<file path="src/hw/rtl/keypad_integer_calculator_core_macros.svh">
// Assertion macros used by the keypad calculator controller.
`ifndef KEYPAD_INTEGER_CALCULATOR_CORE_MACROS_SVH
`define KEYPAD_INTEGER_CALCULATOR_CORE_MACROS_SVH

// Property that must hold at every clock edge outside reset.
`define KIC_ASSERT_ALWAYS(label, prop, msg) \
	label: assert property (@(posedge clk) disable iff (!arst_n) (prop)) else $error(msg);

// Consequent checked in the same cycle as the antecedent.
`define KIC_ASSERT_SAME(label, ante, cons, msg) \
	label: assert property (@(posedge clk) disable iff (!arst_n) (ante) |-> (cons)) \
		else $error(msg);

// Consequent checked in the cycle after the antecedent.
`define KIC_ASSERT_NEXT(label, ante, cons, msg) \
	label: assert property (@(posedge clk) disable iff (!arst_n) (ante) |=> (cons)) \
		else $error(msg);

`endif

</file>
<file path="src/hw/rtl/kic_pkg.sv">
// Shared types, codes and the key decode table of the keypad calculator.
package kic_pkg;

	localparam int MAX_DIGITS = 14;
	localparam int DIV_STEPS  = 16;

	// Symbol classes
	localparam logic [2:0] CLS_NONE   = 3'd0;
	localparam logic [2:0] CLS_DIGIT  = 3'd1;
	localparam logic [2:0] CLS_OPER   = 3'd2;
	localparam logic [2:0] CLS_EQUALS = 3'd3;
	localparam logic [2:0] CLS_CLEAR  = 3'd4;

	// Operations
	localparam logic [1:0] OP_ADD = 2'd0;
	localparam logic [1:0] OP_SUB = 2'd1;
	localparam logic [1:0] OP_MUL = 2'd2;
	localparam logic [1:0] OP_DIV = 2'd3;

	// Display kinds
	localparam logic [1:0] KIND_BLANK  = 2'd0;
	localparam logic [1:0] KIND_ENTRY  = 2'd1;
	localparam logic [1:0] KIND_RESULT = 2'd2;

	typedef struct packed {
		logic [2:0] cls;
		logic [3:0] arg;
	} kic_sym_t;

	typedef struct packed {
		logic capture;
		logic div_start;
		logic div_step;
		logic apply;
		logic emit;
	} kic_cmd_t;

	typedef struct packed {
		logic needs_div;
		logic div_done;
	} kic_stat_t;

	// Keypad layout by row: 7 8 9 /, 4 5 6 *, 1 2 3 -, C 0 = +
	function automatic kic_sym_t key_decode(input logic [4:0] code);
		kic_sym_t s;
		s.cls = CLS_NONE;
		s.arg = 4'd0;
		case (code)
			5'd1:  begin s.cls = CLS_DIGIT;  s.arg = 4'd7; end
			5'd2:  begin s.cls = CLS_DIGIT;  s.arg = 4'd4; end
			5'd3:  begin s.cls = CLS_DIGIT;  s.arg = 4'd1; end
			5'd4:  begin s.cls = CLS_CLEAR; end
			5'd5:  begin s.cls = CLS_DIGIT;  s.arg = 4'd8; end
			5'd6:  begin s.cls = CLS_DIGIT;  s.arg = 4'd5; end
			5'd7:  begin s.cls = CLS_DIGIT;  s.arg = 4'd2; end
			5'd8:  begin s.cls = CLS_DIGIT;  s.arg = 4'd0; end
			5'd9:  begin s.cls = CLS_DIGIT;  s.arg = 4'd9; end
			5'd10: begin s.cls = CLS_DIGIT;  s.arg = 4'd6; end
			5'd11: begin s.cls = CLS_DIGIT;  s.arg = 4'd3; end
			5'd12: begin s.cls = CLS_EQUALS; end
			5'd13: begin s.cls = CLS_OPER;   s.arg = {2'b00, OP_DIV}; end
			5'd14: begin s.cls = CLS_OPER;   s.arg = {2'b00, OP_MUL}; end
			5'd15: begin s.cls = CLS_OPER;   s.arg = {2'b00, OP_SUB}; end
			5'd16: begin s.cls = CLS_OPER;   s.arg = {2'b00, OP_ADD}; end
			default: begin s.cls = CLS_NONE; end
		endcase
		return s;
	endfunction

endpackage

</file>
<file path="src/hw/rtl/kic_if.sv">
// Valid/ready channel interfaces for key items and display items.
interface kic_key_if;
	logic       valid;
	logic       ready;
	logic [4:0] key_code;

	modport source(output valid, output key_code, input ready);
	modport sink(input valid, input key_code, output ready);
endinterface

interface kic_disp_if;
	logic               valid;
	logic               ready;
	logic signed [15:0] shown_value;
	logic [1:0]         shown_kind;
	logic [3:0]         digits_shown;
	logic               second_phase;
	logic               divide_by_zero;

	modport source(output valid, output shown_value, output shown_kind, output digits_shown,
		output second_phase, output divide_by_zero, input ready);
	modport sink(input valid, input shown_value, input shown_kind, input digits_shown,
		input second_phase, input divide_by_zero, output ready);
endinterface

</file>
<file path="src/hw/rtl/kic_dp.sv">
// Calculator datapath: operand entry, arithmetic, iterative divider, display register.
module kic_dp #(
	parameter int MAX_DIGITS = kic_pkg::MAX_DIGITS
) (
	input  logic               clk,
	input  logic               arst_n,
	input  kic_pkg::kic_cmd_t  cmd,
	output kic_pkg::kic_stat_t stat,
	input  logic [4:0]         key_code,
	output logic [15:0]        shown_value,
	output logic [1:0]         shown_kind,
	output logic [3:0]         digits_shown,
	output logic               second_phase,
	output logic               divide_by_zero
);

	localparam int CW = $clog2(kic_pkg::DIV_STEPS + 1);

	logic [4:0]  key_q;
	logic [15:0] a_q, b_q, last_q;
	logic [1:0]  op_q, kind_q;
	logic        phase_q, zflag_q;
	logic [3:0]  cnt_q;

	logic [16:0]   rem_q;
	logic [15:0]   quo_q, dmag_q;
	logic          neg_q;
	logic [CW-1:0] divcnt_q;

	kic_pkg::kic_sym_t sym;
	logic [15:0] cur_op, digit_next, mag_a, mag_b, quot, prod, arith;
	logic [31:0] prod_full;
	logic [16:0] rem_sh;
	logic        digit_ok;

	assign sym        = kic_pkg::key_decode(key_q);
	assign cur_op     = phase_q ? b_q : a_q;
	assign digit_next = (cur_op << 3) + (cur_op << 1) + {12'd0, sym.arg};
	assign digit_ok   = cnt_q < 4'(MAX_DIGITS);

	assign mag_a = a_q[15] ? (~a_q + 16'd1) : a_q;
	assign mag_b = b_q[15] ? (~b_q + 16'd1) : b_q;
	assign quot  = neg_q ? (~quo_q + 16'd1) : quo_q;
	assign rem_sh = {rem_q[15:0], quo_q[15]};

	assign prod_full = a_q * b_q;
	assign prod      = prod_full[15:0];

	always_comb begin
		case (op_q)
			kic_pkg::OP_ADD: arith = a_q + b_q;
			kic_pkg::OP_SUB: arith = a_q - b_q;
			kic_pkg::OP_MUL: arith = prod;
			kic_pkg::OP_DIV: arith = (b_q == 16'd0) ? 16'd0 : quot;
			default:         arith = 16'd0;
		endcase
	end

	assign stat.needs_div = (sym.cls == kic_pkg::CLS_EQUALS) && phase_q &&
		(op_q == kic_pkg::OP_DIV) && (b_q != 16'd0);
	assign stat.div_done  = (divcnt_q == '0);

	// Key latch and divider working registers
	always_ff @(posedge clk) begin
		if (cmd.capture) begin
			key_q <= key_code;
		end
		if (cmd.div_start) begin
			rem_q    <= '0;
			quo_q    <= mag_a;
			dmag_q   <= mag_b;
			neg_q    <= a_q[15] ^ b_q[15];
			divcnt_q <= CW'(kic_pkg::DIV_STEPS);
		end else if (cmd.div_step) begin
			if (rem_sh >= {1'b0, dmag_q}) begin
				rem_q <= rem_sh - {1'b0, dmag_q};
				quo_q <= {quo_q[14:0], 1'b1};
			end else begin
				rem_q <= rem_sh;
				quo_q <= {quo_q[14:0], 1'b0};
			end
			divcnt_q <= divcnt_q - CW'(1);
		end
	end

	// Calculator state
	always_ff @(posedge clk or negedge arst_n) begin
		if (!arst_n) begin
			a_q     <= '0;
			b_q     <= '0;
			op_q    <= kic_pkg::OP_ADD;
			phase_q <= 1'b0;
			cnt_q   <= '0;
			kind_q  <= kic_pkg::KIND_BLANK;
			last_q  <= '0;
			zflag_q <= 1'b0;
		end else if (cmd.apply) begin
			case (sym.cls)
				kic_pkg::CLS_DIGIT: begin
					if (digit_ok) begin
						if (phase_q) b_q <= digit_next;
						else a_q <= digit_next;
						cnt_q  <= cnt_q + 4'd1;
						kind_q <= kic_pkg::KIND_ENTRY;
					end
				end
				kic_pkg::CLS_OPER: begin
					op_q    <= sym.arg[1:0];
					phase_q <= 1'b1;
					b_q     <= '0;
					cnt_q   <= '0;
					kind_q  <= kic_pkg::KIND_BLANK;
				end
				kic_pkg::CLS_EQUALS: begin
					if (phase_q) begin
						last_q  <= arith;
						zflag_q <= (op_q == kic_pkg::OP_DIV) && (b_q == 16'd0);
						kind_q  <= kic_pkg::KIND_RESULT;
					end
				end
				kic_pkg::CLS_CLEAR: begin
					a_q     <= '0;
					b_q     <= '0;
					op_q    <= kic_pkg::OP_ADD;
					phase_q <= 1'b0;
					cnt_q   <= '0;
					kind_q  <= kic_pkg::KIND_BLANK;
					last_q  <= '0;
					zflag_q <= 1'b0;
				end
				default: begin
				end
			endcase
		end
	end

	// Display output register
	always_ff @(posedge clk) begin
		if (cmd.emit) begin
			case (kind_q)
				kic_pkg::KIND_ENTRY: begin
					shown_value  <= cur_op;
					digits_shown <= cnt_q;
				end
				kic_pkg::KIND_RESULT: begin
					shown_value  <= last_q;
					digits_shown <= '0;
				end
				default: begin
					shown_value  <= '0;
					digits_shown <= '0;
				end
			endcase
			shown_kind     <= kind_q;
			second_phase   <= phase_q;
			divide_by_zero <= zflag_q;
		end
	end

endmodule

</file>
<file path="src/hw/rtl/kic_ctrl.sv">
// Calculator controller: sequences capture, execute, divide and emit of one key item.
`include "keypad_integer_calculator_core_macros.svh"

module kic_ctrl (
	input  logic               clk,
	input  logic               arst_n,
	input  logic               in_valid,
	output logic               in_ready,
	output logic               out_valid,
	input  logic               out_ready,
	input  kic_pkg::kic_stat_t stat,
	output kic_pkg::kic_cmd_t  cmd
);

	localparam logic [1:0] ST_IDLE = 2'd0;
	localparam logic [1:0] ST_EXEC = 2'd1;
	localparam logic [1:0] ST_DIV  = 2'd2;
	localparam logic [1:0] ST_EMIT = 2'd3;

	logic [1:0] state_q, state_d;
	logic       out_valid_q;

	always_comb begin
		state_d  = state_q;
		cmd      = '0;
		in_ready = 1'b0;
		case (state_q)
			ST_IDLE: begin
				in_ready = 1'b1;
				if (in_valid) begin
					cmd.capture = 1'b1;
					state_d     = ST_EXEC;
				end
			end
			ST_EXEC: begin
				if (stat.needs_div) begin
					cmd.div_start = 1'b1;
					state_d       = ST_DIV;
				end else begin
					cmd.apply = 1'b1;
					state_d   = ST_EMIT;
				end
			end
			ST_DIV: begin
				if (stat.div_done) begin
					cmd.apply = 1'b1;
					state_d   = ST_EMIT;
				end else begin
					cmd.div_step = 1'b1;
				end
			end
			ST_EMIT: begin
				// hold until the display register is free or being drained
				if (!out_valid_q || out_ready) begin
					cmd.emit = 1'b1;
					state_d  = ST_IDLE;
				end
			end
			default: begin
				state_d = ST_IDLE;
			end
		endcase
	end

	always_ff @(posedge clk or negedge arst_n) begin
		if (!arst_n) begin
			state_q     <= ST_IDLE;
			out_valid_q <= 1'b0;
		end else begin
			state_q <= state_d;
			if (cmd.emit) out_valid_q <= 1'b1;
			else if (out_ready) out_valid_q <= 1'b0;
		end
	end

	assign out_valid = out_valid_q;

	`KIC_ASSERT_ALWAYS(a_cmd_onehot, $onehot0({cmd.capture, cmd.div_start, cmd.div_step, cmd.apply, cmd.emit}), "controller issued more than one command")
	`KIC_ASSERT_NEXT(a_capture_exec, cmd.capture, state_q == ST_EXEC, "captured key not executed next")
	`KIC_ASSERT_NEXT(a_div_holds, (state_q == ST_DIV) && !stat.div_done, state_q == ST_DIV, "divide left early")
	`KIC_ASSERT_NEXT(a_emit_valid, cmd.emit, out_valid_q, "emitted item not presented")
	`KIC_ASSERT_SAME(a_emit_no_overwrite, cmd.emit && out_valid_q, out_ready, "pending item overwritten")

endmodule

</file>
<file path="src/hw/rtl/keypad_integer_calculator_core.sv">
// Top level of the four-function keypad integer calculator.
//
// Usage:
//   keys : one item per scanned key press, key_code = column*4 + row + 1.
//          Codes outside 1..16 leave the state alone but still report the display.
//   disp : exactly one item per key item, describing the display after the key:
//          value shown, its kind (blank, entry, result), digit count, phase and
//          the divide-by-zero flag.
// Sequence: a key item is captured, then applied in the execute state and written to
// the display register in the emit state, which waits while an earlier item is still
// pending; an equals that divides by a non-zero operand first runs the 16-step
// shift/subtract divider. Keys are taken one item at a time: keys.ready is high only
// while the controller is idle, so a new item is taken after the last has been emitted.
// The display register parts the two sides: a stalled receiver does not block the
// next key from being taken, but the controller holds the next result until the
// register is drained.
// Reset: arst_n clears both operands, the pending operation (add), the phase, digit count,
// last result and flag, sets the entry kind to blank and drops disp.valid; the display register itself is not reset.
module keypad_integer_calculator_core #(
	parameter int MAX_DIGITS = kic_pkg::MAX_DIGITS
) (
	input logic        clk,
	input logic        arst_n,
	kic_key_if.sink    keys,
	kic_disp_if.source disp
);

	kic_pkg::kic_cmd_t  cmd;
	kic_pkg::kic_stat_t stat;
	logic               in_ready;
	logic               out_valid;
	logic [15:0]        shown_value;

	// Sequence each key item: capture, execute or divide, then emit
	kic_ctrl u_ctrl (
		.clk       (clk),
		.arst_n    (arst_n),
		.in_valid  (keys.valid),
		.in_ready  (in_ready),
		.out_valid (out_valid),
		.out_ready (disp.ready),
		.stat      (stat),
		.cmd       (cmd)
	);

	// Hold the calculator state and the display register
	kic_dp #(
		.MAX_DIGITS (MAX_DIGITS)
	) u_dp (
		.clk            (clk),
		.arst_n         (arst_n),
		.cmd            (cmd),
		.stat           (stat),
		.key_code       (keys.key_code),
		.shown_value    (shown_value),
		.shown_kind     (disp.shown_kind),
		.digits_shown   (disp.digits_shown),
		.second_phase   (disp.second_phase),
		.divide_by_zero (disp.divide_by_zero)
	);

	assign keys.ready       = in_ready;
	assign disp.valid       = out_valid;
	assign disp.shown_value = $signed(shown_value);

endmodule
</file>
<file path="src/flat_wrapper.sv">
// flat-port wrapper written by rule: the top's interface ports become plain ports
module keypad_integer_calculator_core_flat 
#(
	parameter int MAX_DIGITS = kic_pkg::MAX_DIGITS
)
  (clk, arst_n, keys_valid, keys_key_code, keys_ready, disp_valid, disp_shown_value, disp_shown_kind, disp_digits_shown, disp_second_phase, disp_divide_by_zero, disp_ready);
  kic_key_if keys_i ();
  kic_disp_if disp_i ();
  input logic clk;
  input logic arst_n;
  input wire logic [$bits(keys_i.valid)-1:0] keys_valid;
  input wire logic [$bits(keys_i.key_code)-1:0] keys_key_code;
  output wire logic [$bits(keys_i.ready)-1:0] keys_ready;
  output wire logic [$bits(disp_i.valid)-1:0] disp_valid;
  output wire logic [$bits(disp_i.shown_value)-1:0] disp_shown_value;
  output wire logic [$bits(disp_i.shown_kind)-1:0] disp_shown_kind;
  output wire logic [$bits(disp_i.digits_shown)-1:0] disp_digits_shown;
  output wire logic [$bits(disp_i.second_phase)-1:0] disp_second_phase;
  output wire logic [$bits(disp_i.divide_by_zero)-1:0] disp_divide_by_zero;
  input wire logic [$bits(disp_i.ready)-1:0] disp_ready;
  assign keys_i.valid = keys_valid;
  assign keys_i.key_code = keys_key_code;
  assign keys_ready = keys_i.ready;
  assign disp_valid = disp_i.valid;
  assign disp_shown_value = disp_i.shown_value;
  assign disp_shown_kind = disp_i.shown_kind;
  assign disp_digits_shown = disp_i.digits_shown;
  assign disp_second_phase = disp_i.second_phase;
  assign disp_divide_by_zero = disp_i.divide_by_zero;
  assign disp_i.ready = disp_ready;
  keypad_integer_calculator_core #(.MAX_DIGITS(MAX_DIGITS)) u_core (.clk(clk), .arst_n(arst_n), .keys(keys_i), .disp(disp_i));
endmodule
</file>
<file path="config.mk">
export PLATFORM = sky130hd
export DESIGN_NAME = keypad_integer_calculator_core_flat
export DESIGN_NICKNAME = d
export VERILOG_FILES = /design/src/hw/rtl/kic_pkg.sv /design/src/hw/rtl/kic_if.sv /design/src/hw/rtl/kic_dp.sv /design/src/hw/rtl/kic_ctrl.sv /design/src/hw/rtl/keypad_integer_calculator_core.sv /design/src/flat_wrapper.sv
export VERILOG_INCLUDE_DIRS = /design/src /design/src/hw/rtl
export SDC_FILE = /design/constraint.sdc
export NUM_CORES = 1
export LEC_CHECK = 0
export BUFFER_PORTS_ARGS = -buffer_cell sky130_fd_sc_hd__buf_2
export CORE_MARGIN = 3
export CORE_UTILIZATION = 55
export DETAILED_ROUTE_END_ITERATION = 8
export PLACE_DENSITY = 0.74
export SYNTH_ARGS = -nofsm -noshare
export SYNTH_HDL_FRONTEND = slang
export SYNTH_SLANG_ARGS = --single-unit
</file>
<file path="constraint.sdc">
create_clock -name clk -period 5.2 [get_ports clk]
set_input_delay 1.3 -clock clk [delete_from_list [all_inputs] [get_ports clk]]
set_output_delay 1.3 -clock clk [all_outputs]
set_load 0.05 [all_outputs]
</file>
==> flow_summary.json, run 1 <==
{
  "fmax_mhz": 187.5,
  "die_area_um2": 27350,
  "core_area_um2": 24680,
  "drt-wirelength-per-cell_um": 19.70,
  "finalHoldViolCount": 0,
  "ys_seq_elements": 144,
  "antenna_cells": 0,
  "synth_area_leaders": "edfxtp_1 13%, fa_1 12%, dfrtp_1 11%",
  "grt_usage": 0.2881,
  "gp_congestion": 1.010,
  "crit_path_end_kind": "flop",
  "clockBufferDepth": 2,
  "antenna_left": 0,
  "finalSetupViolations": 3,
  "initial_core_util": 0.5662,
  "final_common_cell": "nand2_1",
  "max-cap-violations": 0,
  "cp_slowest_cell": "fa_1",
  "worstMarginPinSlew_ps": 1047,
  "rsz0062_at_grt": "yes",
  "final_cell_mix": "180 x nand2_1, 161 x inv_1, 105 x ha_1",
  "cts_tree": "yes",
  "ys_types": 71,
  "cts_buffers": 17,
  "worstSetupStartpoint": "u_core.u_dp.b_q[2]",
  "nets": 1857,
  "drcViolationCount": 0,
  "syn_area_per_cell_um2": 8.911,
  "status": "finished with violations",
  "path_max_fanout": 7,
  "post_drt_via_cell_ratio": 5.935,
  "dp_hpwl_mm": 29.91,
  "crit_type": "flop to flop",
  "holdPathStages": 2,
  "r2r_start": "u_core.u_dp.b_q[2]",
  "required_ps": 5500,
  "rr_endpoint": "u_core.u_dp.last_q[13]",
  "syn_to_final_growth_pct": 14.63,
  "finalCriticalPeriod_ps": 5333,
  "grt_max_degree": 49,
  "syn-num-nets": 1779,
  "synthArstFlopShare": 0.4236,
  "cpPeakStageDelay_ps": 540,
  "hold_path.class": "flop to flop",
  "rows": 57,
  "max-vdd-ir-drop_mv": 0.3615,
  "path_cells": "buf_12 -> and2_1 -> fa_1 -> inv_1 -> fa_2 -> inv_1 -> ha_1 -> fa_1 -> fa_1 -> inv_1 -> fa_1 -> inv_1 -> ha_4 -> or3_1 -> o211ai_1 -> nor2b_4 -> xnor2_2 -> o21ai_2 -> o221ai_2",
  "violations": "setup timing",
  "cts_root_buf": "clkbuf_16",
  "antenna_found_initial": 0,
  "r2r_slack_ps": -130,
  "die_w_um": 165.4,
  "worstPathArrival_ps": 5640,
  "worstHoldEndpoint": "u_core.u_dp.divcnt_q[4]",
  "netlist_area_um2": 13970,
  "clk_pin_slew_ps": 80,
  "layout_setup_ws_ps": -133.0,
  "n_fill_cell": 2040,
  "report.final.slew_viol_count": 0,
  "drt_iter0_markers": 1073,
  "clock_sinks": 144,
  "vias": 11770,
  "leakage_nw": 7.245,
  "io_pins": 35,
  "htreeDepth": 4,
  "grt-ovfl-total": 0,
  "insertion_delay_ps": 440,
  "synth.top_cell.area_share": 0.1332,
  "slew_headroom": 0.3023,
  "fin_crit_sh": 1.026,
  "ys_seq_area_frac": 0.2726,
  "die_y_um": 165.4,
  "synthFlopType": "edfxtp_1",
  "p_per_area_nw_per_um2": 690.0,
  "dp_slack_ps": -255.3,
  "final.setup_skew_ps": 16.33,
  "wl_mm": 39.06,
  "final_area_um2": 16020,
  "synth_top_area_cell": "edfxtp_1",
  "min-delay-start": "u_core.u_dp.divcnt_q[4]",
  "grt_pass1_wl_mm": 60.70,
  "drive_above_1_share": 0.1784,
  "reg2reg_depth": 19,
  "startpoint_type": "flop",
  "synth-edff-count": 62,
  "syn_inst": 1568,
  "first_global_vias": 11585,
  "yosys_warnings": 0,
  "portBuffers": 34,
  "place_area_um2": 14970,
  "drt_pass1_iterations": 6
}
==> through the flow <==
| stage | hold WS [ps] | cells | power, mW | setup TNS [ps] | util |
|---|---|---|---|---|---|
| 2_1_floorplan | 422.3 | 1568 | 7.090 | -60.28 | - |
| 3_3_place_gp | 434.5 | 1937 | 9.070 | -322.3 | 0.6066 |
| 3_5_place_dp | 437.8 | 1937 | 9.222 | -946.2 | 0.6066 |
| 4_1_cts | 447.4 | 1973 | 10.70 | -263.9 | 0.6370 |
| 5_1_grt | 465.7 | 1983 | 11.81 | -1235 | 0.6491 |
| 6_report | 444.6 | 1983 | 11.05 | -309.9 | 0.6491 |
==> kinds of logic after synthesis <==
logic type / Yosys count / synth area share
flip-flops: 144 / 0.2726
buffers and inverters: 252 / 0.07280
adder cells (fa/ha/maj): 202 / 0.2260
XOR/XNOR: 135 / 0.08561
multiplexers: 39 / 0.02973
AND/OR/NAND/NOR: 496 / 0.1735
AO/OA/AOI/OAI: 300 / 0.1398
==> area by class of cell <==
type / count / area [µm²] / share of cell area
clock buffer: 17 / 425.4 / 0.02656
clock inverter: 15 / 212.7 / 0.01328
inverter: 167 / 626.9 / 0.03914
multi-input combinational: 1172 / 9443 / 0.5896
sequential: 144 / 3829 / 0.2390
tap: 324 / 405.4 / 0.02531
timing repair buffer: 144 / 1075 / 0.06710
==> worst max path at each step <==
stage	depth (start not counted)	slack [ps]	end
finish	19	-130	u_core.u_dp.last_q[13]
global route	19	-300	u_core.u_dp.last_q[14]
CTS	19	-90	u_core.u_dp.last_q[13]
detailed placement	19	-260	u_core.u_dp.last_q[13]
global placement	19	-90	u_core.u_dp.last_q[14]
floorplan	21	-60	u_core.u_dp.last_q[14]
==> where the power goes <==
part	internal, mW	leakage (nW)	switching [mW]	total (mW)
logic	3.03	5.39	4.59	7.62
registers	1.65	1.54	0.431	2.09
clock network	0.782	0.314	0.565	1.35
==> flip-flops by register name (all words and copies together) (netlist names) <==
signal	count
u_core.u_dp.b_q	16
u_core.u_dp.divide_by_zero	1
u_core.u_ctrl.state_q	2
u_core.u_dp.shown_kind	2
u_core.u_ctrl.out_valid	1
u_core.u_dp.shown_value	16
u_core.u_dp.kind_q	2
u_core.u_dp.neg_q	1
u_core.u_dp.digits_shown	4
u_core.u_dp.key_q	5
u_core.u_dp.last_q	16
u_core.u_dp.second_phase	1
u_core.u_dp.divcnt_q	5
u_core.u_dp.dmag_q	16
u_core.u_dp.rem_q	16
u_core.u_dp.phase_q	1
u_core.u_dp.cnt_q	4
u_core.u_dp.zflag_q	1
u_core.u_dp.op_q	2
u_core.u_dp.a_q	16
u_core.u_dp.quo_q	16
==> cell usage after synthesis, types with 4 or more instances <==
master	number
buf_1	9
buf_6	9
fa_1	84
a22oi_1	17
mux2i_1	19
nand3_1	35
inv_1	167
o21ai_0	97
or4_1	6
a21o_1	6
clkbuf_1	64
ha_1	118
o21ai_2	14
a31oi_1	4
nor2_1	77
nand4_1	8
mux2_2	20
and3_1	5
o211ai_1	8
xor2_1	53
xnor2_1	81
nor3_1	27
nor4_1	9
dfrtp_1	61
and2_1	80
or2_2	4
nor2b_1	15
nand2b_1	18
o21a_1	12
a21oi_1	59
or3_1	13
o31ai_1	28
o41ai_1	9
edfxtp_1	62
dfxtp_1	21
a22o_1	4
nand2_1	186
a211oi_1	10
==> what timing repair did <==
item | CTS | global route
setup buffers | 4 | 11
pin swaps | 34 | 38
hold buffers | 0 | 0
resized for setup | 38 | 47
endpoints found under the setup margin | 5 | 7
==> per-layer routing <==
metal,share of wire,vias up,GRT usage
li1,-,5470,-
met1,0.42,5678,0.3851
met2,0.47,507,0.4663
met3,0.079,115,0.06186
met4,0.035,0,0.09905
met5,0,-,0
==> critical path: cells and delay by family, from the launching register on <==
| family | cells | cell delay [ps] |
|---|---|---|
| adders and majority gates | 7 | 2910 |
| and+or+nand+nor | 3 | 740 |
| AOI/OAI and AO/OA | 3 | 620 |
| DFF | 1 | 480 |
| buffers and inverters | 5 | 390 |
| xor gates and xnor gates | 1 | 70 |
(Power assumes the default switching activity.)
==> run 2: changes to the inputs <==
- SKIP_LAST_GASP: not set -> 1
==> run 2 against run 1 <==
The flow still finishes with violations (setup timing). Clock power hardly changed. Via count is 0.93% lower. Combinational power is 2% lower. Sequential share of layout area is 0.17 points higher. Clock skew is 3.0 ps lower. Sequential power hardly changed. Worst setup slack better by 57 ps. Critical endpoint unchanged. Register-to-register slack better by 60 ps. Global-route usage hardly changed. Critical path depth is 1 lower.
==> flow_summary.json, run 2 (same netlist as run 1, synthesis figures left out) <==
{
  "dp_hpwl_mm": 29.91,
  "drt_pass1_iterations": 6,
  "rsz0062_at_grt": "yes",
  "antenna_cells": 0,
  "worstHoldEndpoint": "u_core.u_dp.divcnt_q[4]",
  "layout_setup_ws_ps": -76.27,
  "die_y_um": 165.4,
  "die_w_um": 165.4,
  "insertion_delay_ps": 430,
  "clockBufferDepth": 2,
  "grt_pass1_wl_mm": 60.71,
  "cts_buffers": 17,
  "crit_path_end_kind": "flop",
  "worstSetupStartpoint": "u_core.u_dp.a_q[5]",
  "clock_sinks": 144,
  "power_mw": 10.91,
  "die_area_um2": 27350,
  "seq_area_um2": 3826,
  "finalSetupViolations": 3,
  "final_area_um2": 15890,
  "place_area_um2": 14970,
  "required_ps": 5500,
  "status": "finished with violations",
  "htreeDepth": 4,
  "reg2reg_depth": 18,
  "slew_headroom": 0.3042,
  "grt-ovfl-total": 0,
  "leakage_nw": 7.185,
  "portBuffers": 34,
  "p_per_area_nw_per_um2": 686.5,
  "min-delay-start": "u_core.u_dp.divcnt_q[4]",
  "final.setup_skew_ps": 13.31,
  "post_drt_via_cell_ratio": 5.901,
  "wl_mm": 38.64,
  "cts_tree": "yes",
  "vias": 11661,
  "io_pins": 35,
  "holdPathStages": 2,
  "finalCriticalPeriod_ps": 5276,
  "hold_slack_ps": 445.3,
  "cts_root_buf": "clkbuf_16",
  "report.final.slew_viol_count": 0,
  "drive_above_1_share": 0.1665,
  "clkPwrFrac": 0.123,
  "final_cell_mix": "182 x nand2_1, 162 x inv_1, 105 x ha_1",
  "fmax_mhz": 189.5,
  "seq_power_share": 0.193,
  "fin_crit_sh": 1.015,
  "clk_pin_slew_ps": 80,
  "hold_path.class": "flop to flop",
  "cpPeakStageDelay_ps": 540,
  "grt_max_degree": 49,
  "worstPathArrival_ps": 5580,
  "cp_slowest_cell": "fa_1",
  "antenna_found_initial": 0,
  "startpoint_type": "flop",
  "core_area_um2": 24680,
  "tns_ps": -189.1,
  "antenna_left": 0,
  "nets": 1850,
  "r2r_start": "u_core.u_dp.a_q[5]",
  "first_global_vias": 11578,
  "r2r_slack_ps": -80,
  "n_fill_cell": 2064,
  "max-vdd-ir-drop_mv": 0.3591,
  "finalHoldViolCount": 0,
  "p_switching_mw": 5.536,
  "cell_internal_pwr_mw": 5.375,
  "gp_congestion": 1.010,
  "grt_usage": 0.2882,
  "violations": "setup timing",
  "rr_endpoint": "u_core.u_dp.last_q[13]",
  "crit_type": "flop to flop",
  "syn_to_final_growth_pct": 13.75,
  "initial_core_util": 0.5662,
  "dp_slack_ps": -255.3,
  "worstMarginPinSlew_ps": 1044,
  "switching_share": 0.5074,
  "drt-wirelength-per-cell_um": 19.56,
  "combPwrFrac": 0.684,
  "final_common_cell": "nand2_1",
  "path_cells": "and2_1 -> fa_1 -> inv_1 -> fa_1 -> fa_2 -> inv_1 -> ha_4 -> fa_1 -> inv_1 -> fa_1 -> inv_1 -> ha_4 -> or3_1 -> o211ai_1 -> nor2b_2 -> xnor2_1 -> o21ai_2 -> o221ai_2",
  "drt_iter0_markers": 1062,
  "multi_input_area_um2": 9413,
  "rows": 57,
  "path_max_fanout": 6,
  "drcViolationCount": 0,
  "max-cap-violations": 0
}
-- run 2: how the worst max path moves through the flow --
| stage | end | depth (start not counted) |
|---|---|---|
| after floorplan | u_core.u_dp.last_q[14] | 21 |
| after global routing | u_core.u_dp.last_q[14] | 19 |
| after CTS | u_core.u_dp.last_q[13] | 19 |
| final | u_core.u_dp.last_q[13] | 18 |
| after detailed placement | u_core.u_dp.last_q[13] | 19 |
| after global placement | u_core.u_dp.last_q[14] | 19 |
-- run 2: cell type report --
cell class,count,share of cell area
clock inverter,15,0.01338
clock buffer,17,0.02677
sequential,144,0.2407
inverter,167,0.03944
multi-input combinational,1172,0.5922
tap,324,0.02551
timing repair buffer,137,0.06195
-- run 2: through the flow --
step / cells / util
final: 1976 / 0.6441
after detailed placement: 1937 / 0.6066
after global routing: 1976 / 0.6441
after CTS: 1973 / 0.6367
after floorplan: 1568 / -
after global placement: 1937 / 0.6066
-- run 2: layer usage --
metal  routed length (µm)  track usage
met5                    0            0
met4                 1391      0.09792
met3                 3097      0.06186
met2                17940       0.4668
met1                16210       0.3853
-- run 2: power groups by stage --
stage | Combinational, mW | Clock, mW | Sequential, mW
finish | 7.46 | 1.35 | 2.10
global route | 8.14 | 1.40 | 2.14
CTS | 7.25 | 1.36 | 2.08
detailed placement | 7.13 | 0 | 2.10
global placement | 6.99 | 0 | 2.08
floorplan | 4.98 | 0 | 2.11
-- run 2: timing repair --
| action | 4_1_cts | 5_1_grt |
|---|---|---|
| buffers inserted | 4 | 6 |
| pin swaps | 34 | 46 |
| resized for setup | 36 | 36 |
| endpoints found under the setup margin | 5 | 7 |
| hold buffers | 0 | 0 |
-- run 2: critical path: cells and delay by family (launching register included) --
family / cells / cell delay [ps]
buffers and inverters: 4 / 240
flip-flops: 1 / 480
XOR/XNOR: 1 / 90
adder cells (fa/ha/maj): 7 / 2970
AO/OA/AOI/OAI: 3 / 580
AND/OR/NAND/NOR: 3 / 770
